$ cat src/sv/mmpd_pkg.sv
// mmpd_pkg: shared types and constants for the min/max peak decimator
// used by mmpd_window, min_max_peak_decimator, mmpd_checker and the testbench
package mmpd_pkg;

    // width of the samples_per_peak configuration register
    localparam int unsigned CFG_WIDTH = 16;

    // reset value of samples_per_peak
    localparam logic [CFG_WIDTH-1:0] CFG_RESET = 16'd1;

    // control that travels with one result item from the window logic
    typedef struct packed {
        logic valid;
        logic final_pair;
    } res_ctrl_t;

endpackage

$ cat src/sv/mmpd_window.sv
// mmpd_window: running min/max and fill count of the current window
// depends on mmpd_pkg (CFG_WIDTH, res_ctrl_t)
module mmpd_window #(
    parameter int unsigned SAMPLE_WIDTH = 16,
    parameter int unsigned COUNT_WIDTH  = 16
) (
    input  logic                               clk,
    input  logic                               rst_n,
    input  logic [mmpd_pkg::CFG_WIDTH-1:0]     samples_per_peak,
    input  logic                               in_fire,
    input  logic signed [SAMPLE_WIDTH-1:0]     sample,
    input  logic                               end_of_range,
    output mmpd_pkg::res_ctrl_t                res_ctrl,
    output logic signed [SAMPLE_WIDTH-1:0]     peak_min,
    output logic signed [SAMPLE_WIDTH-1:0]     peak_max
);

    localparam int unsigned LW =
        (COUNT_WIDTH > mmpd_pkg::CFG_WIDTH) ? COUNT_WIDTH : mmpd_pkg::CFG_WIDTH;

    logic signed [SAMPLE_WIDTH-1:0] min_reg;
    logic signed [SAMPLE_WIDTH-1:0] min_next;
    logic signed [SAMPLE_WIDTH-1:0] max_reg;
    logic signed [SAMPLE_WIDTH-1:0] max_next;
    logic [COUNT_WIDTH-1:0]         count_reg;
    logic [COUNT_WIDTH-1:0]         count_next;
    logic [COUNT_WIDTH-1:0]         count_inc;
    logic [LW-1:0]                  spp_ext;
    logic [LW-1:0]                  cmax_ext;
    logic [LW-1:0]                  limit;
    logic                           close;

    // window length: zero acts as one, saturate at counter range
    always_comb
    begin
        spp_ext  = LW'(samples_per_peak);
        cmax_ext = LW'({COUNT_WIDTH{1'b1}});
        if (samples_per_peak == '0)
        begin
            limit = LW'(1);
        end
        else if (spp_ext > cmax_ext)
        begin
            limit = cmax_ext;
        end
        else
        begin
            limit = spp_ext;
        end
    end

    always_comb
    begin
        count_inc = count_reg + COUNT_WIDTH'(1);
        if (count_reg == '0)
        begin
            min_next = sample;
            max_next = sample;
        end
        else
        begin
            min_next = (sample < min_reg) ? sample : min_reg;
            max_next = (sample > max_reg) ? sample : max_reg;
        end
        close      = (LW'(count_inc) >= limit) || end_of_range;
        count_next = close ? '0 : count_inc;
    end

    always_ff @(posedge clk or negedge rst_n)
    begin
        if (!rst_n)
        begin
            min_reg   <= '0;
            max_reg   <= '0;
            count_reg <= '0;
        end
        else if (in_fire)
        begin
            min_reg   <= min_next;
            max_reg   <= max_next;
            count_reg <= count_next;
        end
    end

    always_comb
    begin
        res_ctrl.valid      = in_fire && close;
        res_ctrl.final_pair = end_of_range;
        peak_min            = min_next;
        peak_max            = max_next;
    end

endmodule

$ cat src/sv/mmpd_out_buf.sv
// mmpd_out_buf: result register with a skid stage behind it
// standalone, no package dependency
module mmpd_out_buf #(
    parameter int unsigned DW = 33
) (
    input  logic          clk,
    input  logic          rst_n,
    input  logic          in_valid,
    input  logic [DW-1:0] in_data,
    output logic          in_ready,
    output logic          out_valid,
    input  logic          out_ready,
    output logic [DW-1:0] out_data
);

    logic          out_valid_reg;
    logic          out_valid_next;
    logic [DW-1:0] out_data_reg;
    logic [DW-1:0] out_data_next;
    logic          skid_valid_reg;
    logic          skid_valid_next;
    logic [DW-1:0] skid_data_reg;
    logic [DW-1:0] skid_data_next;

    always_comb
    begin
        out_valid_next  = out_valid_reg;
        out_data_next   = out_data_reg;
        skid_valid_next = skid_valid_reg;
        skid_data_next  = skid_data_reg;
        if (!out_valid_reg || out_ready)
        begin
            if (skid_valid_reg)
            begin
                out_valid_next  = 1'b1;
                out_data_next   = skid_data_reg;
                skid_valid_next = 1'b0;
            end
            else
            begin
                out_valid_next = in_valid;
                out_data_next  = in_data;
            end
        end
        else if (in_valid && !skid_valid_reg)
        begin
            // output stalled: park the new item in the skid stage
            skid_valid_next = 1'b1;
            skid_data_next  = in_data;
        end
    end

    always_ff @(posedge clk or negedge rst_n)
    begin
        if (!rst_n)
        begin
            out_valid_reg  <= 1'b0;
            skid_valid_reg <= 1'b0;
        end
        else
        begin
            out_valid_reg  <= out_valid_next;
            skid_valid_reg <= skid_valid_next;
        end
    end

    always_ff @(posedge clk)
    begin
        out_data_reg  <= out_data_next;
        skid_data_reg <= skid_data_next;
    end

    assign in_ready  = !skid_valid_reg;
    assign out_valid = out_valid_reg;
    assign out_data  = out_data_reg;

endmodule

$ cat src/sv/min_max_peak_decimator.sv
// min_max_peak_decimator: the min/max pair of an accepted sample that closes
// a window is registered in the output buffer before it reaches the output port
// throughput one sample per cycle while the skid is empty, set by the single
// compare/update stage; a two-entry output register (result plus skid) absorbs
// one more result while the output stalls; a full skid holds the input until it drains
// rst_n clears the window (empty), the output buffer and sets samples_per_peak to 1
module min_max_peak_decimator #(
    parameter int unsigned SAMPLE_WIDTH = 16,
    parameter int unsigned COUNT_WIDTH  = 16
) (
    input  logic                                    clk,
    input  logic                                    rst_n,
    input  logic                                    cfg_valid,
    output logic                                    cfg_ready,
    input  logic [mmpd_pkg::CFG_WIDTH-1:0]          cfg_data,   // samples_per_peak
    input  logic                                    s_tvalid,
    output logic                                    s_tready,
    input  logic [8*((SAMPLE_WIDTH+7)/8)-1:0]       s_tdata,    // sample
    input  logic                                    s_tlast,    // end_of_range
    output logic                                    m_tvalid,
    input  logic                                    m_tready,
    output logic [8*((2*SAMPLE_WIDTH+7)/8)-1:0]     m_tdata,    // peak_min, peak_max
    output logic                                    m_tlast     // final_pair
);

    localparam int unsigned OUT_TW = 8 * ((2 * SAMPLE_WIDTH + 7) / 8);
    localparam int unsigned DW     = 2 * SAMPLE_WIDTH + 1;

    logic [mmpd_pkg::CFG_WIDTH-1:0] spp_reg;
    logic                           in_fire;
    mmpd_pkg::res_ctrl_t            res_ctrl;
    logic signed [SAMPLE_WIDTH-1:0] peak_min;
    logic signed [SAMPLE_WIDTH-1:0] peak_max;
    logic [DW-1:0]                  res_data;
    logic [DW-1:0]                  out_data;

    assign cfg_ready = 1'b1;

    always_ff @(posedge clk or negedge rst_n)
    begin
        if (!rst_n)
        begin
            spp_reg <= mmpd_pkg::CFG_RESET;
        end
        else if (cfg_valid && cfg_ready)
        begin
            spp_reg <= cfg_data;
        end
    end

    assign in_fire = s_tvalid && s_tready;

    mmpd_window #(
        .SAMPLE_WIDTH (SAMPLE_WIDTH),
        .COUNT_WIDTH  (COUNT_WIDTH)
    ) u_window (
        .clk              (clk),
        .rst_n            (rst_n),
        .samples_per_peak (spp_reg),
        .in_fire          (in_fire),
        .sample           (s_tdata[SAMPLE_WIDTH-1:0]),
        .end_of_range     (s_tlast),
        .res_ctrl         (res_ctrl),
        .peak_min         (peak_min),
        .peak_max         (peak_max)
    );

    assign res_data = {res_ctrl.final_pair, peak_max, peak_min};

    mmpd_out_buf #(
        .DW (DW)
    ) u_out_buf (
        .clk       (clk),
        .rst_n     (rst_n),
        .in_valid  (res_ctrl.valid),
        .in_data   (res_data),
        .in_ready  (s_tready),
        .out_valid (m_tvalid),
        .out_ready (m_tready),
        .out_data  (out_data)
    );

    assign m_tdata = OUT_TW'(out_data[2*SAMPLE_WIDTH-1:0]);
    assign m_tlast = out_data[DW-1];

endmodule

$ cat config.mk
export PLATFORM = sky130hd
export DESIGN_NAME = min_max_peak_decimator
export DESIGN_NICKNAME = d
export VERILOG_FILES = /design/src/sv/mmpd_pkg.sv /design/src/sv/mmpd_window.sv /design/src/sv/mmpd_out_buf.sv /design/src/sv/min_max_peak_decimator.sv
export SDC_FILE = /design/constraint.sdc
export NUM_CORES = 1
export LEC_CHECK = 0
export ABC_AREA = 1
export BUFFER_PORTS_ARGS = -buffer_cell sky130_fd_sc_hd__buf_2
export CAP_MARGIN = 20
export CORE_UTILIZATION = 62
export CTS_BUF_LIST = sky130_fd_sc_hd__clkbuf_2 sky130_fd_sc_hd__clkbuf_4 sky130_fd_sc_hd__clkbuf_8
export CTS_CLUSTER_DIAMETER = 120
export DETAILED_ROUTE_END_ITERATION = 10
export PLACE_DENSITY = 0.85
export SYNTH_ARGS = -nofsm -noshare
export SYNTH_HDL_FRONTEND = slang
export SYNTH_SLANG_ARGS = --single-unit
$ cat constraint.sdc
create_clock -name clk -period 5.7 [get_ports clk]
set_input_delay 1.14 -clock clk [delete_from_list [all_inputs] [get_ports clk]]
set_output_delay 1.14 -clock clk [all_outputs]
set_load 0.03 [all_outputs]
Word level (Yosys, flattened, before mapping)
Index checks and enable logic that the tools add are counted.
- add/sub/neg operators: 1
- $lt $le $gt $ge: 4
- muxes and demuxes: 11
- bitwise gates (word level): 1
- reduce and logical (&&, ||, !) cells: 11
- operator list (cell ; number):
    16-bit 2-to-1 mux ; 7
    33-bit 2-to-1 mux ; 1
    16-bit zero test ; 2
    16-bit by 1-bit adder with 16-bit output (second input constant) ; 1
    16-bit greater-or-equal comparator ; 1
    16-bit greater-than comparator ; 1
    16-bit greater-than comparator (second input constant) ; 1
    16-bit < comparator ; 1
    1-bit logical AND ; 3
    1-bit 2-to-1 mux ; 3
    1-bit zero test ; 2
    1-bit logical OR ; 2
    2-bit AND reduction ; 1
    2-bit nonzero test ; 1
    1-bit NOT ; 1
- register bits: 132
- bits of input ports: 38
- output and inout port bits: 36
- logic and storage cells: 36

Depth between registers and ports, before layout
- depth in word-level cells: 9
- mapped depth: 17
- gate-level depth less buffers: 16

Hierarchy
A second synthesis with hierarchy kept.
- cell total of the unflattened synthesis: 851
- area total of the unflattened synthesis: 7450.9 um^2
- by module, submodules not included (module ; instances ; cells an instance ; area an instance (um^2) ; seq. area each (um^2)):
    mmpd_window ; 1 ; 597 ; 4209.0 ; 1201.2
    mmpd_out_buf ; 1 ; 182 ; 2577.5 ; 2031.9
    min_max_peak_decimator ; 1 ; 72 ; 664.4 ; 401.6

Worst setup path after synthesis
Ideal clock, no wire load.
- path kind: flip-flop to flip-flop
- from: register u_window.count_reg[0]
- to: register u_out_buf.skid_data_reg[0] (enable)
- setup time: 0.423 ns
- arrival time: 3.711 ns
- required time: 5.277 ns
- slack: 1.566 ns
- stages on the path, launching flop included: 16
- buffers on the path: 0
- period minus slack after synthesis: 4.134 ns
- cells stage by stage: dfrtp_1 ha_1 nand3_2 nor2_2 nand2_2 nor3_4 nand3_1 xor2_1 inv_1 ha_1 nand4_1 nor3_1 nand3_1 nand4_1 nand2_1 nor2_1
- cells in the longest elaborated chain, start to end: 6
- ends and longest elaborated chain (item ; RTL line ; RTL):
    start, declared ; mmpd_window.sv:25 ; logic [COUNT_WIDTH-1:0] count_reg;
    start signal, assigned ; mmpd_window.sv:81 ; count_reg <= count_next;
    16-bit by 1-bit adder with 16-bit output ; mmpd_window.sv:54 ; count_inc = count_reg + COUNT_WIDTH'(1);
    16-bit greater-or-equal comparator ; mmpd_window.sv:65 ; close = (LW'(count_inc) >= limit) || end_of_range;
    1-bit logical OR ; mmpd_window.sv:65 ;
    1-bit logical AND ; mmpd_window.sv:87 ; res_ctrl.valid = in_fire && close;
    1-bit logical AND ; mmpd_out_buf.sv:45 ; else if (in_valid && !skid_valid_reg)
    2-bit AND reduction (no source line) ; - ;
    end signal, assigned ; mmpd_out_buf.sv:70 ; skid_data_reg <= skid_data_next;
    end, declared ; mmpd_out_buf.sv:22 ; logic [DW-1:0] skid_data_reg;
No other way between the ends.
A chain may end at the register's enable or synchronous reset.

Final worst setup path
- from: register u_window.count_reg[0]
- to: register u_out_buf.skid_data_reg[29] (enable)
The elaborated chain is that of the path after synthesis.

==> metrics <==
Clk pin slew, worst setup/hold paths 80 ps; layout cells sized above 1 15.5%; first-pass GRT wire length 28.0 mm; Final Slew Violations 0; TritonCTS Sinks 132; vias in the first global route 6027; number of flops mapped to enable cells by yosys 66; WL/cell 16.0 um; Cell Chain, Critical Path ha_1 -> nand3_2 -> nor2_2 -> nand2_2 -> nor3_4 -> nand3_1 -> xor2_1 -> inv_1 -> ha_1 -> nand4_1 -> nor3_1 -> nand3_1 -> nand4_1 -> buf_4 -> nand2_1 -> nor2_2 -> buf_4; # port buffers 72; Power Density 426 nW/um^2; clk buf depth 2; CTS H-tree lvls 4; vias per cell 5.63; Synth Cell Area 7330 um^2; clk root buf clkbuf_8; setup TNS 0 ps; f_max 256 MHz; FFs w/ async S/R, synth 50.0%; die width 111 um; critical path class flip-flop to flip-flop; final net count 989; slowest library cell on the worst path dfrtp_1; core area 11500 um^2; Hold Crit Class flip-flop to flip-flop; DRT Wirelength 16.9 mm; synth warn 0; final setup skew 13.3 ps; max-cap violations 0; Most used DFF post-synth edfxtp_1; Starting Density 63.9%; post-synthesis sequential area ratio 49.6%; final setup vio count 0; final instance area 8220 um^2; placed cell area 7780 um^2; syn nets 920; Arr. time, crit path 4000 ps; worst-path maximum fanout 27; grt ovf 0; Tmin final 3900 ps; # rows 39; CP bufs+invs 3; Yosys cell types 43; post-CTS setup buffer count 0; number of diodes 0; status finished, final reports clean; CTS tree built; global placer's final weighted congestion 0.869; Die ar. 12300 um^2; final hold viol count 0; Worst setup SP type flip-flop; Worst-Margin Slew 803 ps; Skew-Pair Late Insertion Delay 450 ps; FILL cells 847; HPWL Detailed 11.3 mm; syn_area_per_cell 8.80 um^2; violation count after the first detailed-route iteration 476; Setup crit end kind flip-flop; CP max stage delay 430 ps; WP data required 5800 ps; drt drc 0; Hold Buf Count CTS 0; Leak 4.07 nW; cts bufs inserted 17; post-CTS sizing 0; Final Cycle Share 68.4%; Final ANT Viol Nets 0; Vias 5956; Slew headroom 46.3%; Yosys reg bits 132; Peak supply drop 0.282 mV; Die Y 111 um; largest net degree at the start of global routing 58; area grow syn2layout 12.1%; Overall Global Routing Usage 29.2%; num ports 74; Post-Synthesis Cells 833; antenna violations before repair 0; unrepaired setup endpoints after global routing false; Initial DRT Pass Iterations 5; Largest delay share family, worst path simple AND/OR/NAND/NOR gates
[cell usage after synthesis, drive strengths merged, types with 3 or more instances]
| cell | instances | share of area [%] |
|---|---|---|
| ha | 49 | 8.4 |
| o21ai | 32 | 2.2 |
| o22ai | 10 | 0.94 |
| inv | 104 | 5.3 |
| clkbuf | 12 | 0.61 |
| buf | 18 | 1.5 |
| nand3 | 95 | 6.9 |
| nand4 | 27 | 2.3 |
| edfxtp | 66 | 27 |
| nor4 | 4 | 0.51 |
| and2 | 31 | 2.6 |
| dfrtp | 65 | 22 |
| nor2 | 18 | 1.2 |
| nor3 | 3 | 0.36 |
| xor2 | 12 | 1.5 |
| a21oi | 20 | 1.4 |
| nand2 | 258 | 14 |
[layout make-up]
type	instances	area (um^2)	share of cell area (%)
Sequential cell	132	3630	44.2
Multi-Input combinational cell	566	3150	38.4
Timing Repair Buffer	80	420	5.12
Inverter	105	394	4.80
Clock buffer	19	249	3.03
Clock inverter	13	188	2.28
Tap cell	143	179	2.18
[cells in the final DEF, fill, tap and decap left out, types with 2 or more instances in the layout]
cell / instances
o22ai_1: 9
nor4_1: 2
clkbuf_8: 17
inv_2: 2
bufinv_16: 5
a21oi_1: 19
xor2_1: 11
nand2_4: 3
nor2_1: 14
edfxtp_1: 66
nand3_1: 91
nand2_2: 13
nand2_1: 242
clkinv_1: 5
ha_1: 49
nor2_4: 2
o21ai_1: 4
nor2_2: 2
and2_1: 31
nand4_1: 27
clkbuf_4: 2
nor3_1: 2
clkinv_2: 3
dfrtp_1: 65
buf_2: 72
nor4_2: 2
inv_1: 102
nand3_2: 3
o21ai_0: 27
buf_4: 8
[worst paths after layout]
path / slack (ps) / to / cells past startpoint / from
worst min register to register: 490 / u_window.max_reg[7] / 2 / u_window.max_reg[7]
worst min-delay path: 490 / u_window.max_reg[7] / 2 / u_window.max_reg[7]
worst max register to register: 1800 / u_out_buf.skid_data_reg[29] / 17 / u_window.count_reg[0]
min in group asynchronous: 630 / u_window.max_reg[13] / 1 / rst_n
max in group asynchronous: 4050 / u_window.max_reg[2] / 2 / rst_n
worst max-delay path: 1800 / u_out_buf.skid_data_reg[29] / 17 / u_window.count_reg[0]
[per-stage QoR]
stage	total power, mW	setup WS [ps]	hold slack (ps)	instances	util [%]
2_1_floorplan	2.30	1570	449	833	-
3_3_place_gp	2.57	2100	461	1026	67.9
3_5_place_dp	2.62	1860	467	1026	67.9
4_1_cts	3.50	1800	484	1058	71.7
5_1_grt	3.71	1430	497	1058	71.7
6_report	3.50	1800	486	1058	71.7
[cell families (layout without fill, tap and decap cells)]
logic type                 count (synthesis)  after routing  synth area share (%)
AOI/OAI and AO/OA                         67             67                  5.12
xor gates and xnor gates                  12             12                  1.54
adders and majority gates                 49             49                  8.36
buffers and inverters                    135            217                  7.44
DFF                                      132            132                  49.6
other                                      1              1                0.0512
and+or+nand+nor                          437            437                  27.9
[power breakdown]
| part | leakage, nW | internal [mW] | switching [mW] |
|---|---|---|---|
| clock network | 0.220 | 0.521 | 0.355 |
| registers | 1.46 | 1.27 | 0.0783 |
| logic | 2.39 | 0.386 | 0.893 |
| total | 4.07 | 2.18 | 1.33 |
[per-layer routing]
layer	up-vias	wire length, um	track usage, %
met5	-	0	0
met4	0	587	15.6
li1	2893	-	-
met3	58	948	6.34
met2	228	8520	49.9
met1	2777	6890	34.4
[worst register-to-register path: stages, from the launching register on]
cell and delay, ps:
dfrtp_1 430, ha_1 230, nand3_2 110, nor2_2 110, nand2_2 80, nor3_4 180
nand3_1 130, xor2_1 150, inv_1 80, ha_1 280, nand4_1 130, nor3_1 290
nand3_1 150, nand4_1 120, buf_4 230, nand2_1 130, nor2_2 290, buf_4 430
Power figures use the tool's default switching activity.
